File: src/rtl/assert_macros.svh
// Assertion macros for the top-level RTL file, which checks itself.
`ifndef ASSERT_MACROS_SVH
`define ASSERT_MACROS_SVH

// Property that must hold at every clock edge out of reset.
`define ASSERT_ALWAYS(label, expr, msg) \
  label: assert property (@(posedge clk) disable iff (!rst_n) (expr)) \
    else $error(msg);

// Antecedent in a cycle implies the consequent in the next.
`define ASSERT_NEXT(label, ante, cons, msg) \
  label: assert property (@(posedge clk) disable iff (!rst_n) (ante) |=> (cons)) \
    else $error(msg);

`endif

File: src/rtl/uvst_pkg.sv
// Package for the unique value set table: field widths, codes and cell commands.
`timescale 1ns / 1ps

package uvst_pkg;

  localparam int VAL_W = 64;
  localparam int OP_W  = 2;
  localparam int POS_W = 4;
  localparam int CNT_W = 5;

  localparam logic [OP_W-1:0] OP_LOOKUP = 2'd0;
  localparam logic [OP_W-1:0] OP_ADD    = 2'd1;
  localparam logic [OP_W-1:0] OP_REMOVE = 2'd2;

  localparam logic ST_OK   = 1'b0;
  localparam logic ST_FULL = 1'b1;

  // Commands broadcast to every cell of the row.
  typedef struct packed {
    logic cmp;        // compare the incoming value, register the match
    logic add_wr;     // the cell at the fill mark takes the new value
    logic rem_shift;  // cells from the hit on take their right neighbour
  } cell_cmd_t;

endpackage

File: src/rtl/uvst_in_if.sv
// Input channel: operation and value with a valid/ready handshake.
`timescale 1ns / 1ps

interface uvst_in_if import uvst_pkg::*; ();
  logic             valid;
  logic             ready;
  logic [OP_W-1:0]  operation;
  logic [VAL_W-1:0] value;

  modport source (output valid, output operation, output value, input ready);
  modport sink   (input valid, input operation, input value, output ready);
endinterface

File: src/rtl/uvst_out_if.sv
// Result channel: found, position, count and status with a valid/ready handshake.
`timescale 1ns / 1ps

interface uvst_out_if import uvst_pkg::*; ();
  logic             valid;
  logic             ready;
  logic             found;
  logic [POS_W-1:0] position;
  logic [CNT_W-1:0] entry_count;
  logic             status;

  modport source (output valid, output found, output position, output entry_count,
                  output status, input ready);
  modport sink   (input valid, input found, input position, input entry_count,
                  input status, output ready);
endinterface

File: src/rtl/uvst_cell.sv
// One table cell: holds an entry, compares it, loads or shifts from its neighbour.
`timescale 1ns / 1ps

module uvst_cell import uvst_pkg::*; #(
  parameter int CAPACITY = 16,
  parameter int CELL_IDX = 0
) (
  input  logic                               clk,
  input  logic                               rst_n,
  input  cell_cmd_t                          cmd,
  input  logic [$clog2(CAPACITY+1)-1:0]      cnt,
  input  logic [$clog2(CAPACITY)-1:0]        hit_idx,
  input  logic [VAL_W-1:0]                   cmp_value,
  input  logic [VAL_W-1:0]                   wr_value,
  input  logic [VAL_W-1:0]                   nb_entry,
  output logic [VAL_W-1:0]                   entry,
  output logic                               match
);

  localparam int CW = $clog2(CAPACITY + 1);
  localparam logic [CW-1:0] MY_IDX   = CW'(CELL_IDX);
  localparam logic [CW-1:0] NEXT_IDX = CW'(CELL_IDX + 1);

  logic [VAL_W-1:0] entry_r;
  logic             match_r;
  logic             live;
  logic             past_hit;

  assign live     = MY_IDX < cnt;
  assign past_hit = MY_IDX >= CW'(hit_idx);

  // entry store: no reset, only live cells can ever match
  always_ff @(posedge clk) begin
    if (cmd.add_wr && (MY_IDX == cnt)) begin
      entry_r <= wr_value;
    end else if (cmd.rem_shift && past_hit && (NEXT_IDX < cnt)) begin
      entry_r <= nb_entry;
    end
  end

  always_ff @(posedge clk) begin
    if (!rst_n) begin
      match_r <= 1'b0;
    end else if (cmd.cmp) begin
      match_r <= live && (entry_r == cmp_value);
    end
  end

  assign entry = entry_r;
  assign match = match_r;

endmodule

File: src/rtl/uvst_enc.sv
// Match encoder: turns the row of match flags into a hit flag and its index.
`timescale 1ns / 1ps

module uvst_enc import uvst_pkg::*; #(
  parameter int CAPACITY = 16
) (
  input  logic [CAPACITY-1:0]         match,
  output logic                        hit,
  output logic [$clog2(CAPACITY)-1:0] hit_idx
);

  localparam int IW = $clog2(CAPACITY);

  // stored values are distinct, so at most one flag is set and an OR suffices
  always_comb begin
    hit_idx = '0;
    for (int i = 0; i < CAPACITY; i++) begin
      if (match[i]) begin
        hit_idx = hit_idx | IW'(i);
      end
    end
  end

  assign hit = |match;

endmodule

File: src/rtl/unique_value_set_table.sv
// Top level of the unique value set table: cell row, encoder, control and result register.
// Path: an accepted input beat has its match flags registered in the cells, then its result
// is loaded into the result register for out_ch. One item at a time (compare, then commit);
//   the commit waits while the result register is held by a stalled sink.
// Reset: synchronous, active low; clears the fill count and the handshake state.
//   Entries have no reset and no clearing pass: only cells below the count are used.
`timescale 1ns / 1ps

module unique_value_set_table import uvst_pkg::*; #(
  parameter int CAPACITY = 16
) (
  input  logic              clk,
  input  logic              rst_n,
  uvst_in_if.sink           in_ch,
  uvst_out_if.source        out_ch
);

`include "assert_macros.svh"

  localparam int CW = $clog2(CAPACITY + 1);
  localparam int IW = $clog2(CAPACITY);

  typedef enum logic {S_IDLE, S_RES} state_t;

  state_t           state_r;
  logic [CW-1:0]    count_r, count_nxt;
  logic [OP_W-1:0]  op_r;
  logic [VAL_W-1:0] value_r;

  logic             out_valid_r;
  logic             out_found_r;
  logic [POS_W-1:0] out_position_r;
  logic [CNT_W-1:0] out_count_r;
  logic             out_status_r;

  logic [VAL_W-1:0]    entry [CAPACITY];
  logic [CAPACITY-1:0] match;
  logic                hit;
  logic [IW-1:0]       hit_idx;

  logic      accept;
  logic      commit;
  logic      full;
  logic      add_ok;
  logic      rem_ok;
  logic [IW-1:0] pos;
  logic [31:0]   pos_ext;
  logic [31:0]   cnt_ext;
  cell_cmd_t cmd;

  // One item at a time: the compare runs at the accept edge, the commit follows once the result register is free.
  assign in_ch.ready = (state_r == S_IDLE);
  assign accept      = in_ch.valid && in_ch.ready;

  // The commit waits for the result register to be free or being emptied.
  assign commit = (state_r == S_RES) && (!out_valid_r || out_ch.ready);

  assign full   = (count_r == CW'(CAPACITY));
  assign add_ok = (op_r == OP_ADD) && !hit && !full;
  assign rem_ok = (op_r == OP_REMOVE) && hit;

  // Broadcast to the row: the compare takes the value straight off the input beat.
  assign cmd.cmp       = accept;
  assign cmd.add_wr    = commit && add_ok;
  assign cmd.rem_shift = commit && rem_ok;

  // Cell row. Each cell sees its right neighbour's entry for the shift on removal;
  // the last cell has none and never shifts, as its successor index is never live.
  for (genvar g = 0; g < CAPACITY; g++) begin : g_cell
    logic [VAL_W-1:0] nb;
    if (g == CAPACITY - 1) begin : g_last
      assign nb = entry[g];
    end else begin : g_mid
      assign nb = entry[g+1];
    end
    uvst_cell #(
      .CAPACITY (CAPACITY),
      .CELL_IDX (g)
    ) u_cell (
      .clk       (clk),
      .rst_n     (rst_n),
      .cmd       (cmd),
      .cnt       (count_r),
      .hit_idx   (hit_idx),
      .cmp_value (in_ch.value),
      .wr_value  (value_r),
      .nb_entry  (nb),
      .entry     (entry[g]),
      .match     (match[g])
    );
  end

  uvst_enc #(
    .CAPACITY (CAPACITY)
  ) u_enc (
    .match   (match),
    .hit     (hit),
    .hit_idx (hit_idx)
  );

  // Position: the hit index, else the fill mark for a fresh add, else zero.
  always_comb begin
    if (hit) begin
      pos = hit_idx;
    end else if (add_ok) begin
      pos = IW'(count_r);
    end else begin
      pos = '0;
    end
  end

  always_comb begin
    if (add_ok) begin
      count_nxt = count_r + CW'(1);
    end else if (rem_ok) begin
      count_nxt = count_r - CW'(1);
    end else begin
      count_nxt = count_r;
    end
  end

  // Result fields are masked to the port widths.
  assign pos_ext = 32'(pos);
  assign cnt_ext = 32'(count_nxt);

  // State, fill count and the result register; the result payload is loaded on commit.
  always_ff @(posedge clk) begin
    if (!rst_n) begin
      state_r     <= S_IDLE;
      count_r     <= '0;
      out_valid_r <= 1'b0;
    end else begin
      case (state_r)
        S_IDLE: begin
          if (accept) begin
            state_r <= S_RES;
          end
        end
        S_RES: begin
          if (commit) begin
            state_r <= S_IDLE;
          end
        end
        default: begin
          state_r <= S_IDLE;
        end
      endcase
      if (commit) begin
        count_r        <= count_nxt;
        out_valid_r    <= 1'b1;
        out_found_r    <= hit;
        out_position_r <= pos_ext[POS_W-1:0];
        out_count_r    <= cnt_ext[CNT_W-1:0];
        out_status_r   <= ((op_r == OP_ADD) && !hit && full) ? ST_FULL : ST_OK;
      end else if (out_ch.ready) begin
        out_valid_r <= 1'b0;
      end
    end
  end

  // Input payload registers, no reset.
  always_ff @(posedge clk) begin
    if (accept) begin
      op_r    <= in_ch.operation;
      value_r <= in_ch.value;
    end
  end

  assign out_ch.valid       = out_valid_r;
  assign out_ch.found       = out_found_r;
  assign out_ch.position    = out_position_r;
  assign out_ch.entry_count = out_count_r;
  assign out_ch.status      = out_status_r;

  // Stored values are distinct, so the compare can never light two cells.
  `ASSERT_ALWAYS(a_single_match, (state_r != S_RES) || $onehot0(match), "two cells matched")
  // The count moves only on a commit.
  `ASSERT_NEXT(a_count_hold, !commit, $stable(count_r), "count changed without a commit")
  // A new result beat appears only out of the commit cycle.
  `ASSERT_ALWAYS(a_result_src, !$rose(out_valid_r) || $past(state_r == S_RES),
                 "result beat without a commit")
  // The fill count stays within the row.
  `ASSERT_ALWAYS(a_count_bound, count_r <= CW'(CAPACITY), "count beyond capacity")

endmodule
File: src/flat_wrapper.sv
// flat-port wrapper written by rule: the top's interface ports become plain ports
module unique_value_set_table_flat import uvst_pkg::*;
#(
  parameter int CAPACITY = 16
)
  (clk, rst_n, in_ch_valid, in_ch_operation, in_ch_value, in_ch_ready, out_ch_valid, out_ch_found, out_ch_position, out_ch_entry_count, out_ch_status, out_ch_ready);
  uvst_in_if in_ch_i ();
  uvst_out_if out_ch_i ();
  input  logic clk;
  input  logic rst_n;
  input wire logic [$bits(in_ch_i.valid)-1:0] in_ch_valid;
  input wire logic [$bits(in_ch_i.operation)-1:0] in_ch_operation;
  input wire logic [$bits(in_ch_i.value)-1:0] in_ch_value;
  output wire logic [$bits(in_ch_i.ready)-1:0] in_ch_ready;
  output wire logic [$bits(out_ch_i.valid)-1:0] out_ch_valid;
  output wire logic [$bits(out_ch_i.found)-1:0] out_ch_found;
  output wire logic [$bits(out_ch_i.position)-1:0] out_ch_position;
  output wire logic [$bits(out_ch_i.entry_count)-1:0] out_ch_entry_count;
  output wire logic [$bits(out_ch_i.status)-1:0] out_ch_status;
  input wire logic [$bits(out_ch_i.ready)-1:0] out_ch_ready;
  assign in_ch_i.valid = in_ch_valid;
  assign in_ch_i.operation = in_ch_operation;
  assign in_ch_i.value = in_ch_value;
  assign in_ch_ready = in_ch_i.ready;
  assign out_ch_valid = out_ch_i.valid;
  assign out_ch_found = out_ch_i.found;
  assign out_ch_position = out_ch_i.position;
  assign out_ch_entry_count = out_ch_i.entry_count;
  assign out_ch_status = out_ch_i.status;
  assign out_ch_i.ready = out_ch_ready;
  unique_value_set_table #(.CAPACITY(CAPACITY)) u_core (.clk(clk), .rst_n(rst_n), .in_ch(in_ch_i), .out_ch(out_ch_i));
endmodule
File: config.mk
export PLATFORM = sky130hd
export DESIGN_NAME = unique_value_set_table_flat
export DESIGN_NICKNAME = d
export VERILOG_FILES = /design/src/rtl/uvst_pkg.sv /design/src/rtl/uvst_in_if.sv /design/src/rtl/uvst_out_if.sv /design/src/rtl/uvst_cell.sv /design/src/rtl/uvst_enc.sv /design/src/rtl/unique_value_set_table.sv /design/src/flat_wrapper.sv
export VERILOG_INCLUDE_DIRS = /design/src /design/src/rtl
export SDC_FILE = /design/constraint.sdc
export NUM_CORES = 2
export LEC_CHECK = 0
export ABC_CLOCK_PERIOD_IN_PS = 18200
export BUFFER_PORTS_ARGS = -buffer_cell sky130_fd_sc_hd__buf_2
export CAP_MARGIN = 10
export CELL_PAD_IN_SITES_DETAIL_PLACEMENT = 2
export CELL_PAD_IN_SITES_GLOBAL_PLACEMENT = 2
export CORE_MARGIN = 5
export CORE_UTILIZATION = 51
export DETAILED_ROUTE_END_ITERATION = 8
export PLACE_DENSITY = 0.84
export REMOVE_ABC_BUFFERS = 1
export SKIP_CTS_REPAIR_TIMING = 1
export SLEW_MARGIN = 5
export SYNTH_ARGS = -nofsm -noshare
export SYNTH_HDL_FRONTEND = slang
export SYNTH_SLANG_ARGS = --single-unit
File: constraint.sdc
create_clock -name clk -period 18.2 [get_ports clk]
set_input_delay 0.91 -clock clk [delete_from_list [all_inputs] [get_ports clk]]
set_output_delay 0.91 -clock clk [all_outputs]
set_load 0.02 [all_outputs]
==> results.md <==
* Run status: finished, final reports clean
* R2R Setup Slk at 13.25 ns
* Die ar. at 0.123 mm2
* Met2 Routed Length at 128,000 um
* RSZ-0062 raised after global routing: no
* Mux contribution to synthesized area at 18.9%
* Crit Path Category: reg2reg
* Post-synth EDFFs at 1,101
* Total gr overflow at 0
* Initial antenna violation count at 22
* Layout Skew at 0.0358 ns
* Worst Max-Slew Pin Slew at 1.45 ns
* Row cnt at 125
* Top-area cell type share of the netlist area at 55.9%
* Met1 wire length at 99,400 um
* DR WL met3 at 24,500 um
* Die X at 351 um
* Ys flop type: edfxtp_1
* P per Cell Area at 90.7 mW/mm2
* R2R cell count at 9
* Seq/Total Area, Yosys at 56.6%
* Adder-cell share of the synthesized area at 0.106%
* H-tree Lvls at 4
* Final HPWL DP at 206,000 um
* Post-route ant nets at 0
* Pre-antenna DRT Iters at 5
* Filler cells at 10,300
* Clk root buf: clkbuf_16
* Total GRT Usage at 46.1%
* Hold endpoint: u_core.op_r[0]
* FMAX at 0.202 GHz
* Synth Area in Compound Gates at 3.79%
* Yosys reg bits at 1,124
* Startpoint Class: flip-flop
* Gpl congestion at 1.00
* Synth area leader: edfxtp_1
* FF/Latch Area at 0.0335 mm2
* Top-count cell post-synth: edfxtp_1
* Synth cell types at 69
* Pleak at 21.5 nW
* Max-cap violations at 0
* Post-Synth XOR/XNOR Area at 11.8%
* Fin util at 56.1%
* Layout cells sized above 1 at 27.8%
* Vias at 40,800
* Clock latency on the worst-skew pair at 0.77 ns
* Area grow syn2layout at 9.77%
* I/O pin cnt at 83
* Pin count of the biggest net entering global routing at 66
* Die Ht at 351 um
* Core box area at 0.116 mm2
* Avg WL per Cell at 49.6 um
* Hold path startpoint: in_ch_operation[0]
* First-pass GRT wire length at 380,000 um
* Worst VDD drop at 0.112 mV
* RR Endpoint: u_core.g_cell[12].u_cell.entry[28]
* Synth Area in Simple Gates at 4.86%
* Post-Layout Inst Area at 0.0650 mm2
* Fin. max-slew vios at 0
* Initial Util at 51.1%
* Reg2Reg Launch Point: u_core.count_r[1]
* Clk sinks at 1,124
* Largest family of logic cells by synthesized area: multiplexers
* Critical path required time at 18.57 ns
* Setup Viol. Count Final at 0
* DRC at 0
* Top cells by count, synth: 1,101 x edfxtp_1, 652 x mux2_2, 405 x xnor2_1, 394 x xor2_1, 210 x mux2_1
* Clock transition at path regs at 0.06 ns
* Worst Path Max Fanout at 65
* Crit. End Element: flip-flop
* Yosys warns at 0
* Vias per cell at 7.09
* Clock tree buffer depth at 3
* Setup TNS after final layout at 0 ns
* CTS Buf Count at 132
* DR iter-0 viols at 5,723
* Relative slew slack at 2.93%
* Worst hold stages at 1
* Syn avg cell area at 14.5 um2
* Pwr Total at 0.00590 W
* Worst Hold Class: in2reg
* Synth area leaders: edfxtp_1 56%, mux2_2 12%, xnor2_1 6.0%
* Async S/R FF share, synth at 0%
* Final Critical Period at 4.95 ns
* Final wirelength at 285,000 um
* Vias in the first global route at 42,500
* Mapped Cells at 4,089
* Mapped cell area at 0.0592 mm2
* Post-route clock period utilization at 27.2%
* Placed Area at 0.0607 mm2
* Multi-input gate area at 0.0237 mm2
* Nets@finish at 4,189
* Top Layer Used: met5
* Port Buffer Count at 82
* CTS tree: built
* Final Hold Fails at 0
* Crit path DAT at 5.32 ns
cells in the final DEF, fill, tap and decap left out, drive strengths merged, types with 15 or more instances in the layout:
master and count:
buf 200, a221oi 32, nand4 128, nand2 38
nand2b 28, inv 110, nor4 154, o22ai 72
diode 19, xor2 394, and3 15, mux2 960
dfxtp 23, nor3 21, o21ai 27, clkinv 50
nor2 33, o2111ai 15, a22o 46, nand3 28
o2bb2ai 43, edfxtp 1101, clkbuf 181, xnor2 405
registers in the layout, summed over array words and instances (netlist names), 2 cells and up:
signal,count
u_core.count_r,5
u_core.op_r,2
u_core.g_cell.u_cell.entry,1024
u_core.value_r,64
u_core.out_ch.entry_count,5
u_core.out_ch.position,4
u_core.g_cell.u_cell.match,16
critical path, stage by stage, from the launching register on:
cell and delay [ns]:
dfxtp_1 0.57, inv_1 0.20, ha_1 0.36, nand3_1 0.25
nand4_4 0.20, nor3_4 0.80, and3_4 0.32, buf_4 0.71
o21bai_4 0.27, buf_4 0.73
stage by stage:
step           hold WS [ns]  cells  setup WS, ns
2_1_floorplan         0.420   3780          9.60
3_3_place_gp          0.432   5494         13.62
3_5_place_dp          0.438   5494         13.44
4_1_cts               0.312   5728         13.36
5_1_grt               0.326   5740         13.11
6_report              0.340   5757         13.25
per-layer routing:
| metal | GRT usage [%] | vias up |
|---|---|---|
| met1 | 53.2 | 21400 |
| li1 | - | 15500 |
| met5 | 0.746 | - |
| met2 | 70.3 | 2930 |
| met4 | 43.3 | 10 |
| met3 | 11.4 | 1007 |
worst max-delay path by stage:
stage | slack [ns] | startpoint | depth (start not counted) | to
floorplan | 9.60 | out_ch_ready | 4 | u_core.g_cell[1].u_cell.entry[0]
global placement | 13.62 | u_core.count_r[1] | 9 | u_core.g_cell[12].u_cell.entry[50]
detailed placement | 13.44 | u_core.count_r[1] | 9 | u_core.g_cell[12].u_cell.entry[28]
CTS | 13.36 | u_core.count_r[1] | 9 | u_core.g_cell[12].u_cell.entry[28]
global route | 13.11 | u_core.count_r[1] | 9 | u_core.g_cell[12].u_cell.entry[25]
finish | 13.25 | u_core.count_r[1] | 9 | u_core.g_cell[12].u_cell.entry[28]
where the power goes:
| group | leakage (nW) | switching, W | internal [W] |
|---|---|---|---|
| clock network | 1.97 | 0.00114 | 0.00146 |
| logic | 9.42 | 0.000306 | 0.0000914 |
| registers | 10.1 | 0.0000777 | 0.00282 |
final cells by class:
class	instances	area share, %
Inverter	112	0.647
Timing Repair Buffer	200	2.04
Sequential cell	1124	51.6
Clock buffer	181	5.56
Clock inverter	53	0.670
Tap cell	1524	2.93
Antenna cell	19	0.0732
Multi-Input combinational cell	2544	36.5
kinds of logic after synthesis:
family / after synthesis
DFF: 1124
muxes: 961
xor gates and xnor gates: 799
and+or+nand+nor: 482
buffers and inverters: 421
AOI/OAI and AO/OA: 297
adders and majority gates: 5
(Power assumes the default switching activity.)
